[src/hw/rtl/iqlr_pkg.sv]
// shared constants and types for the i/q linear interpolation resampler
`default_nettype none

package iqlr_pkg;

  localparam int SAMPLE_W   = 32;
  localparam int FRAC_W     = 11;
  localparam int PHASE_W    = 14;
  localparam int STEP_W     = 13;
  localparam int OUT_PER_MS = 2048;

  localparam int CFG_IDX_W  = 2;
  localparam int CFG_DATA_W = 13;

  localparam logic [CFG_IDX_W-1:0] CFG_IQ_SWAP   = CFG_IDX_W'(0);
  localparam logic [CFG_IDX_W-1:0] CFG_IN_PER_MS = CFG_IDX_W'(1);

  localparam logic [STEP_W-1:0] IN_PER_MS_RST = STEP_W'(3072);

  typedef logic signed [SAMPLE_W-1:0] sample_t;
  typedef logic [PHASE_W-1:0]         phase_t;
  typedef logic [FRAC_W-1:0]          frac_t;
  typedef logic [STEP_W-1:0]          step_t;

endpackage

`default_nettype wire

[src/hw/rtl/iqlr_if.sv]
// channel interfaces: input samples, interpolated results, register writes
`default_nettype none

interface iqlr_in_if import iqlr_pkg::*; ();
  logic    valid;
  logic    ready;
  sample_t in_i;
  sample_t in_q;

  modport source (output valid, output in_i, output in_q, input ready);
  modport sink   (input valid, input in_i, input in_q, output ready);
endinterface

interface iqlr_out_if import iqlr_pkg::*; ();
  logic    valid;
  logic    ready;
  sample_t out_i;
  sample_t out_q;

  modport source (output valid, output out_i, output out_q, input ready);
  modport sink   (input valid, input out_i, input out_q, output ready);
endinterface

interface iqlr_cfg_if import iqlr_pkg::*; ();
  logic                  valid;
  logic                  ready;
  logic [CFG_IDX_W-1:0]  index;
  logic [CFG_DATA_W-1:0] data;

  modport source (output valid, output index, output data, input ready);
  modport sink   (input valid, input index, input data, output ready);
endinterface

`default_nettype wire

[src/hw/rtl/iqlr_blend.sv]
// floored linear blend of two samples: prev + floor((cur - prev) * frac / 2048)
`default_nettype none

module iqlr_blend import iqlr_pkg::*; (
  input  sample_t prev,
  input  sample_t cur,
  input  frac_t   frac,
  output sample_t blend
);

  logic signed [SAMPLE_W:0]                diff_s;
  logic signed [SAMPLE_W+FRAC_W+1:0]       prod_s;
  logic        [SAMPLE_W+1:0]              sum;

  assign diff_s = $signed({cur[SAMPLE_W-1], cur}) - $signed({prev[SAMPLE_W-1], prev});
  assign prod_s = diff_s * $signed({1'b0, frac});

  // arithmetic drop of the fraction bits gives the floor
  assign sum   = {{2{prev[SAMPLE_W-1]}}, prev} + prod_s[SAMPLE_W+FRAC_W+1:FRAC_W];
  assign blend = sample_t'(sum[SAMPLE_W-1:0]);

endmodule

`default_nettype wire

[src/hw/rtl/iq_linear_interp_resampler_unit.sv]
// top level: linear interpolation fractional resampler for complex i/q samples
// a result is registered and becomes valid in the cycle after the transaction of the sample that causes it
// throughput: one sample per cycle while no result is stalled; at most one result per sample, set by the phase step
// the first sample after reset only primes the previous-sample register and gives no result
// rst_n (synchronous) clears phase, history and output valid and restores register defaults
`default_nettype none

module iq_linear_interp_resampler_unit import iqlr_pkg::*; (
  input  wire         clk,
  input  wire         rst_n,
  iqlr_in_if.sink     in_ch,
  iqlr_out_if.source  out_ch,
  iqlr_cfg_if.sink    cfg_ch
);

  logic    iq_swap_r;
  step_t   in_per_ms_r;
  sample_t prev_i_r, prev_q_r;
  phase_t  phase_r, phase_nxt;
  logic    have_prev_r;
  logic    out_valid_r, out_valid_nxt;
  sample_t out_i_r, out_q_r;

  logic    in_fire, cfg_fire, due;
  sample_t cur_i, cur_q, blend_i, blend_q;
  step_t   step;
  phase_t  phase_base;

  assign in_ch.ready  = !out_valid_r || out_ch.ready;
  assign cfg_ch.ready = 1'b1;
  assign in_fire      = in_ch.valid && in_ch.ready;
  assign cfg_fire     = cfg_ch.valid && cfg_ch.ready;

  assign out_ch.valid = out_valid_r;
  assign out_ch.out_i = out_i_r;
  assign out_ch.out_q = out_q_r;

  assign cur_i = iq_swap_r ? in_ch.in_q : in_ch.in_i;
  assign cur_q = iq_swap_r ? in_ch.in_i : in_ch.in_q;

  // steps below one input sample are clamped to one
  assign step = (in_per_ms_r < STEP_W'(OUT_PER_MS)) ? STEP_W'(OUT_PER_MS) : in_per_ms_r;

  // output due while the next position still lies before the current sample
  assign due        = (phase_r < PHASE_W'(OUT_PER_MS));
  assign phase_base = due ? phase_r + PHASE_W'(step) : phase_r;
  assign phase_nxt  = have_prev_r ? phase_base - PHASE_W'(OUT_PER_MS) : '0;

  iqlr_blend u_blend_i (
    .prev  (prev_i_r),
    .cur   (cur_i),
    .frac  (phase_r[FRAC_W-1:0]),
    .blend (blend_i)
  );

  iqlr_blend u_blend_q (
    .prev  (prev_q_r),
    .cur   (cur_q),
    .frac  (phase_r[FRAC_W-1:0]),
    .blend (blend_q)
  );

  always_comb begin
    priority if (in_fire && have_prev_r && due) begin
      out_valid_nxt = 1'b1;
    end else if (out_ch.ready) begin
      out_valid_nxt = 1'b0;
    end else begin
      out_valid_nxt = out_valid_r;
    end
  end

  always_ff @(posedge clk) begin
    if (!rst_n) begin
      iq_swap_r   <= 1'b0;
      in_per_ms_r <= IN_PER_MS_RST;
      phase_r     <= '0;
      have_prev_r <= 1'b0;
      out_valid_r <= 1'b0;
      prev_i_r    <= '0;
      prev_q_r    <= '0;
    end else begin
      out_valid_r <= out_valid_nxt;
      if (cfg_fire) begin
        if (cfg_ch.index == CFG_IQ_SWAP) begin
          iq_swap_r <= cfg_ch.data[0];
        end
        if (cfg_ch.index == CFG_IN_PER_MS) begin
          in_per_ms_r <= cfg_ch.data[STEP_W-1:0];
        end
      end
      if (in_fire) begin
        phase_r     <= phase_nxt;
        have_prev_r <= 1'b1;
        prev_i_r    <= cur_i;
        prev_q_r    <= cur_q;
      end
    end
  end

  // result payload, loaded only with a fresh result
  always_ff @(posedge clk) begin
    if (in_fire && have_prev_r && due) begin
      out_i_r <= blend_i;
      out_q_r <= blend_q;
    end
  end

endmodule

`default_nettype wire

[src/flat_wrapper.sv]
// flat-port wrapper written by rule: the top's interface ports become plain ports
module iq_linear_interp_resampler_unit_flat import iqlr_pkg::*;
  (clk, rst_n, in_ch_valid, in_ch_in_i, in_ch_in_q, in_ch_ready, out_ch_valid, out_ch_out_i, out_ch_out_q, out_ch_ready, cfg_ch_valid, cfg_ch_index, cfg_ch_data, cfg_ch_ready);
  iqlr_in_if in_ch_i ();
  iqlr_out_if out_ch_i ();
  iqlr_cfg_if cfg_ch_i ();
  input  wire clk;
  input  wire rst_n;
  input wire logic [$bits(in_ch_i.valid)-1:0] in_ch_valid;
  input wire logic [$bits(in_ch_i.in_i)-1:0] in_ch_in_i;
  input wire logic [$bits(in_ch_i.in_q)-1:0] in_ch_in_q;
  output wire logic [$bits(in_ch_i.ready)-1:0] in_ch_ready;
  output wire logic [$bits(out_ch_i.valid)-1:0] out_ch_valid;
  output wire logic [$bits(out_ch_i.out_i)-1:0] out_ch_out_i;
  output wire logic [$bits(out_ch_i.out_q)-1:0] out_ch_out_q;
  input wire logic [$bits(out_ch_i.ready)-1:0] out_ch_ready;
  input wire logic [$bits(cfg_ch_i.valid)-1:0] cfg_ch_valid;
  input wire logic [$bits(cfg_ch_i.index)-1:0] cfg_ch_index;
  input wire logic [$bits(cfg_ch_i.data)-1:0] cfg_ch_data;
  output wire logic [$bits(cfg_ch_i.ready)-1:0] cfg_ch_ready;
  assign in_ch_i.valid = in_ch_valid;
  assign in_ch_i.in_i = in_ch_in_i;
  assign in_ch_i.in_q = in_ch_in_q;
  assign in_ch_ready = in_ch_i.ready;
  assign out_ch_valid = out_ch_i.valid;
  assign out_ch_out_i = out_ch_i.out_i;
  assign out_ch_out_q = out_ch_i.out_q;
  assign out_ch_i.ready = out_ch_ready;
  assign cfg_ch_i.valid = cfg_ch_valid;
  assign cfg_ch_i.index = cfg_ch_index;
  assign cfg_ch_i.data = cfg_ch_data;
  assign cfg_ch_ready = cfg_ch_i.ready;
  iq_linear_interp_resampler_unit u_core (.clk(clk), .rst_n(rst_n), .in_ch(in_ch_i), .out_ch(out_ch_i), .cfg_ch(cfg_ch_i));
endmodule
[config.mk]
export PLATFORM = sky130hd
export DESIGN_NAME = iq_linear_interp_resampler_unit_flat
export DESIGN_NICKNAME = d
export VERILOG_FILES = /design/src/hw/rtl/iqlr_pkg.sv /design/src/hw/rtl/iqlr_if.sv /design/src/hw/rtl/iqlr_blend.sv /design/src/hw/rtl/iq_linear_interp_resampler_unit.sv /design/src/flat_wrapper.sv
export SDC_FILE = /design/constraint.sdc
export NUM_CORES = 2
export LEC_CHECK = 0
export BUFFER_PORTS_ARGS = -buffer_cell sky130_fd_sc_hd__buf_4
export CAP_MARGIN = 20
export CORE_MARGIN = 8
export CORE_UTILIZATION = 45
export CTS_CLUSTER_DIAMETER = 120
export DETAILED_ROUTE_END_ITERATION = 12
export PLACE_DENSITY = 0.65
export SETUP_SLACK_MARGIN = 0.5
export SLEW_MARGIN = 20
export SYNTH_ARGS = -nofsm -noshare
export SYNTH_HDL_FRONTEND = slang
export SYNTH_SLANG_ARGS = --single-unit
[constraint.sdc]
create_clock -name clk -period 10.7 [get_ports clk]
set_clock_uncertainty 0.15 [all_clocks]
set_input_delay 1.605 -clock clk [delete_from_list [all_inputs] [get_ports clk]]
set_output_delay 1.605 -clock clk [all_outputs]
set_load 0.005 [all_outputs]
Word level (Yosys, flattened, before mapping). Index checks and enable logic that the tools add are counted.

Register bits after elaboration: 158. Input port bits: 84. Output and inout port bits: 67.

Add/subtract/negate cells: 6. Multiply operators: 2. $lt $le $gt $ge: 2. Equality and inequality tests: 1. Mux-type cells: 7. Reduce and logical (&&, ||, !) cells: 9.

Operators with widths (number): $mul 33x12->43 (2); $sub 32x32->33 (2); $add 32x32->32 (2); $mux 32 (2); $mux 14 (2); $add 14x13->14 (1); $lt 14x12->1 const B (1); $sub 14x12->14 const B (1); $lt 13x12->1 const B (1); $mux 13 (1); $reduce_and 2->1 (2); $logic_and 1x1->1 (3); $eq 2x1->1 const B (1); $logic_not 2->1 (1); $mux 1 (2); $reduce_bool 2->1 (1); $logic_not 1->1 (1); $logic_or 1x1->1 (1).

Depth between registers and ports, before layout.
Depth in word-level cells: 6. Gate-level depth with buffers: 49. Gate-level depth less buffers: 46.

Cells and area by module. Synthesis repeated with hierarchy kept, for this count alone.

Cell total of the unflattened synthesis: 4545. Area total of the unflattened synthesis: 38176.6 um^2.

Modules (own cells, without submodules): iqlr_blend (u_core.u_blend_q) (instances 1, cells each 1972, area each 15801.4 um^2, seq. area each 0.0 um^2); iqlr_blend (u_core.u_blend_i) (instances 1, cells each 1937, area each 15487.4 um^2, seq. area each 0.0 um^2); iq_linear_interp_resampler_unit (instances 1, cells each 636, area each 6887.9 um^2, seq. area each 3803.6 um^2).

Worst setup path before layout. No wires, ideal clock.

Kind: input to register. Start point: in in_ch_in_q[1]. End point: reg u_core.out_i_r[31], in the netlist u_core.out_ch.out_i[31], data pin. Library setup time: 0.258 ns. Arrival time: 10.975 ns. Required time: 10.292 ns. Slack: -0.683 ns. Stages: 44. Cell sequence: mux2i_1 -> inv_1 -> ha_1 -> nor2b_1 -> o21a_1 -> o21ai_0 -> a21oi_1 -> a221o_1 -> a21o_1 -> a21o_1 -> a21o_1 -> a21oi_1 -> xnor2_1 -> clkbuf_1 -> nand2_1 -> fa_1 -> inv_1 -> fa_1 -> [8 not listed] -> a21o_1 -> a2111oi_1 -> o211ai_1 -> and2_1 -> o21ai_0 -> nand2b_1 -> xor2_1 -> ha_1 -> clkbuf_1 -> a211oi_1 -> nand2_1 -> o21a_1 -> a221o_1 -> a31oi_1 -> o21ai_0 -> xnor2_1 -> xnor2_1 -> xnor2_1.

Cells in the longest elaborated chain, start to end: 4.

RTL lines: start: declaration (line flat_wrapper.sv:11) `input wire logic [$bits(in_ch_i.in_q)-1:0] in_ch_in_q;`; $mux 32 (line iq_linear_interp_resampler_unit.sv:38) `assign cur_i = iq_swap_r ? in_ch.in_q : in_ch.in_i;`; net u_core.cur_i[1] (line iq_linear_interp_resampler_unit.sv:25) `sample_t cur_i, cur_q, blend_i, blend_q;`; $sub 32x32->33 (line iqlr_blend.sv:15) `assign diff_s = $signed({cur[SAMPLE_W-1], cur}) - $signed({prev[SAMPLE_W-1], prev});`; $mul 33x12->43 (line iqlr_blend.sv:16) `assign prod_s = diff_s * $signed({1'b0, frac});`; $add 32x32->32 (line iqlr_blend.sv:19) `assign sum = {{2{prev[SAMPLE_W-1]}}, prev} + prod_s[SAMPLE_W+FRAC_W+1:FRAC_W];`; net u_core.blend_i[31] (line iq_linear_interp_resampler_unit.sv:25); end signal: assignment (line iq_linear_interp_resampler_unit.sv:104) `out_i_r <= blend_i;`; end: declaration (line iq_linear_interp_resampler_unit.sv:22) `sample_t out_i_r, out_q_r;`.

The timed path passes the listed nets, and every way through them passes these cells. A chain may end at the register's enable or synchronous reset.

Worst setup path in the final report.
Start point: in in_ch_in_q[0]. End point: reg u_core.out_i_r[31], in the netlist u_core.out_ch.out_i[31], data pin.

Cells in the longest elaborated chain, start to end: 4.

RTL lines (line): $mux 32 (iq_linear_interp_resampler_unit.sv:38); $sub 32x32->33 (iqlr_blend.sv:15); $mul 33x12->43 (iqlr_blend.sv:16); $add 32x32->32 (iqlr_blend.sv:19); net u_core.blend_i[31] (iq_linear_interp_resampler_unit.sv:25).

The timed path passes the listed nets, and every way through them passes these cells.

==> impl_metrics.yaml <==
clock_tree:
  h-tree-depth: 4
  postCtsHoldBufs: 0
  cts_tree: "yes"
  cts.sinks: 158
  clk_latency_ns: 0.51
  cts-root-buf: "clkbuf_16"
  cts_buffers: 17
  cts_max_path_buffers: 2
  clk_pin_slew_ns: 0.08
timing:
  slew_headroom_pct: 38.9
  hold_violations: 0
  drv_slew: 0
  period_needed_ns: 10.50
  setup_viol: 0
  period_share_pct: 98.2
  rsz0062_at_grt: "yes"
  tightestPinTransition_ns: 0.916
  setup_ws_ns: 0.196
  timing.fmax_mhz: 95.2
logic_synthesis:
  synth-edff-count: 64
  ys_ff_latch: 158
  synth.avg_cell_area_um2: 8.48
  yosys-top-cells-area: "fa_1, ha_1, inv_1"
  synth_top_cell_area_share_pct: 33.7
  yosysMostFrequentCell: "inv_1"
  synthArstFlopShare_pct: 0
  syn_inst: 4302
  synth_top_flop_cell: "dfxtp_1"
  yosysSeqAreaShare_pct: 10.4
  synthesis.nets: 5323
  ys_warn_count: 0
  synth_top_area_cell: "fa_1"
  synth.cell_area_mm2: 0.0365
  ys_types: 73
  netlist_top_cells_count: "inv_1, nand2_1, fa_1"
route:
  wl_per_cell_um: 16.1
  ant_nets: 0
  drc_errors: 0
  drtIter0Drc: 1799
  vias_per_cell: 5.12
  vias: 30200
  drt-pass1-iter-count: 5
  wl_um: 95100
critical_path:
  required_ns: 10.82
  reg2reg_slack_ns: 0.60
  crit_cells: 44
  cp_common_cell: "fa_1"
  path_class: "input pin to register"
  r2r_cells: 39
  cp_max_fo: 5
  cpPeakStageDelay_ns: 0.51
  cp-end-kind: "register"
  path_delay_family: "adder cells"
  cp-start-kind: "input pin"
  critPathLaunch: "in_ch_in_q[0]"
  r2r-start: "u_core.iq_swap_r"
  arrival_ns: 10.62
  cp_slowest_cell: "fa_1"
  critPathBufInv: 5
placement:
  place.gp.congestion: 0.909
  hpwlAfterDp_um: 77600
  pre_cts_ws_ns: -0.596
  io_buffers: 149
  numPlacedInstances: 5845
hold_path:
  hold_depth: 2
  hold_class: "register to register"
  min_from: "u_core.in_per_ms_r[10]"
global_route:
  globalRouteMet2Util_pct: 34.9
  grt_start_max_net_pins: 97
  track_usage_pct: 21.4
  top_usage_layer: "met2"
  grt-ovfl-total: 0
  met3_usage_pct: 3.49
  grt_pass1_wl_um: 157000
  grt_pass1_vias: 31000
  antenna_found_initial: 3
  grtUsageMet1_pct: 27.7
floorplanning:
  die_y_um: 301
  initial_core_util_pct: 45.4
  rows: 104
  num_io_pins: 151
  core-area_mm2: 0.0804
  die_area_mm2: 0.0905
  die_w_um: 301
final_layout:
  nFillCells: 7471
  drive_gt1_share_pct: 20.8
  seqCellArea_mm2: 0.00383
  area_growth_pct: 20.8
  multiInputGateArea_mm2: 0.0297
  final_nets: 5854
  stdcell_count: 5909
run:
  cap_viol_max_count: 0
power:
  ir_drop_mv: 0.143
  p_leak_nw: 22.2
  p_per_area_mw_per_mm2: 63.7
status:
  outcome: "complete, no violations"
[path summary, 6_finish.rpt]
path | to
setup / recovery | u_core.out_ch.out_i[31]
hold / removal | u_core.in_per_ms_r[10]
hold reg to reg | u_core.in_per_ms_r[10]
setup reg to reg | u_core.out_ch.out_q[31]
[state kept, by name, indices dropped and copies added, names as in the netlist]
| register | cells |
|---|---|
| u_core.in_per_ms_r | 13 |
| u_core.iq_swap_r | 1 |
| u_core.phase_r | 14 |
| u_core.out_ch.valid | 1 |
| u_core.have_prev_r | 1 |
| u_core.prev_q_r | 32 |
| u_core.prev_i_r | 32 |
| u_core.out_ch.out_i | 32 |
| u_core.out_ch.out_q | 32 |
[power by group]
part           internal [mW]  total [mW]  leakage [nW]  switching (mW)
Clock                  0.312       0.654         0.274           0.342
Combinational          0.669        1.44          20.6           0.772
Sequential             0.673       0.713          1.38          0.0407
[cell families after synthesis]
logic type               after synthesis  share of synthesized area [%]
AND/OR/NAND/NOR                     1315                           16.6
buffers and inverters               1050                           10.8
adder cells (fa/ha/maj)              937                           44.8
AO/OA/AOI/OAI                        590                           10.9
XOR/XNOR                             185                           4.44
flip-flops                           158                           10.4
multiplexers                          66                           2.02
other                                  1                         0.0103
[repair_timing]
| item | 4_1_cts | 5_1_grt |
|---|---|---|
| setup endpoints to repair | 13 | 32 |
| pin swaps | 36 | 59 |
| buffers inserted | 13 | 15 |
| resized for setup | 43 | 115 |
| cloned | 0 | 1 |
[area by class of cell]
cell class | count | area share, %
Antenna cell | 3 | 0.0170
Timing Repair Buffer | 715 | 12.3
Inverter | 847 | 7.21
Tap cell | 1060 | 3.01
Sequential cell | 158 | 8.69
Clock buffer | 19 | 1.00
Multi-Input combinational cell | 3094 | 67.5
Clock inverter | 13 | 0.267
[worst min-delay path, delay by kind of cell, from the launching register on]
| family | cells | cell delay, ns |
|---|---|---|
| flip-flops | 1 | 0.31 |
| AND/OR/NAND/NOR | 2 | 0.11 |
[placed cells by master (no fill, tap or decap), types with 15 or more instances in the layout]
| cell | n |
|---|---|
| fa_1 | 606 |
| inv_1 | 839 |
| o211ai_1 | 15 |
| nand4_1 | 15 |
| a211oi_1 | 15 |
| mux2_2 | 60 |
| o21bai_1 | 22 |
| o21ai_0 | 63 |
| nor2_1 | 101 |
| ha_1 | 301 |
| edfxtp_1 | 64 |
| and3_1 | 15 |
| buf_4 | 701 |
| nand2_1 | 716 |
| nand2b_1 | 36 |
| and2_1 | 189 |
| dfxtp_1 | 82 |
| o21ai_2 | 15 |
| nor2b_1 | 77 |
| ha_4 | 18 |
| xor2_1 | 44 |
| nand3_1 | 52 |
| xnor2_1 | 127 |
| a21boi_0 | 75 |
| nor3_1 | 35 |
| a21oi_1 | 106 |
| a21o_1 | 79 |
| or3_1 | 15 |
| a21oi_2 | 32 |
| o21a_1 | 40 |
| clkbuf_16 | 17 |
[layer usage]
layer  routed length (µm)  part of all wire, %
met3                 5380                  5.7
met4                 4730                  5.0
met1                40900                   43
met5                   13                0.014
met2                44100                   46
[stage by stage]
stage          instance area [µm²]  power, mW  utilization, %  hold slack [ns]  setup TNS, ns
2_1_floorplan                36900       1.47               -            0.283              0
3_3_place_gp                 42600       2.08            53.0            0.298          -2.55
3_5_place_dp                 42600       2.09            53.0            0.301          -3.70
4_1_cts                      43400       2.78            54.0            0.320              0
5_1_grt                      44100       3.00            54.8            0.347         -0.814
6_report                     44100       2.81            54.8            0.317              0
(Power assumes the default switching activity.)
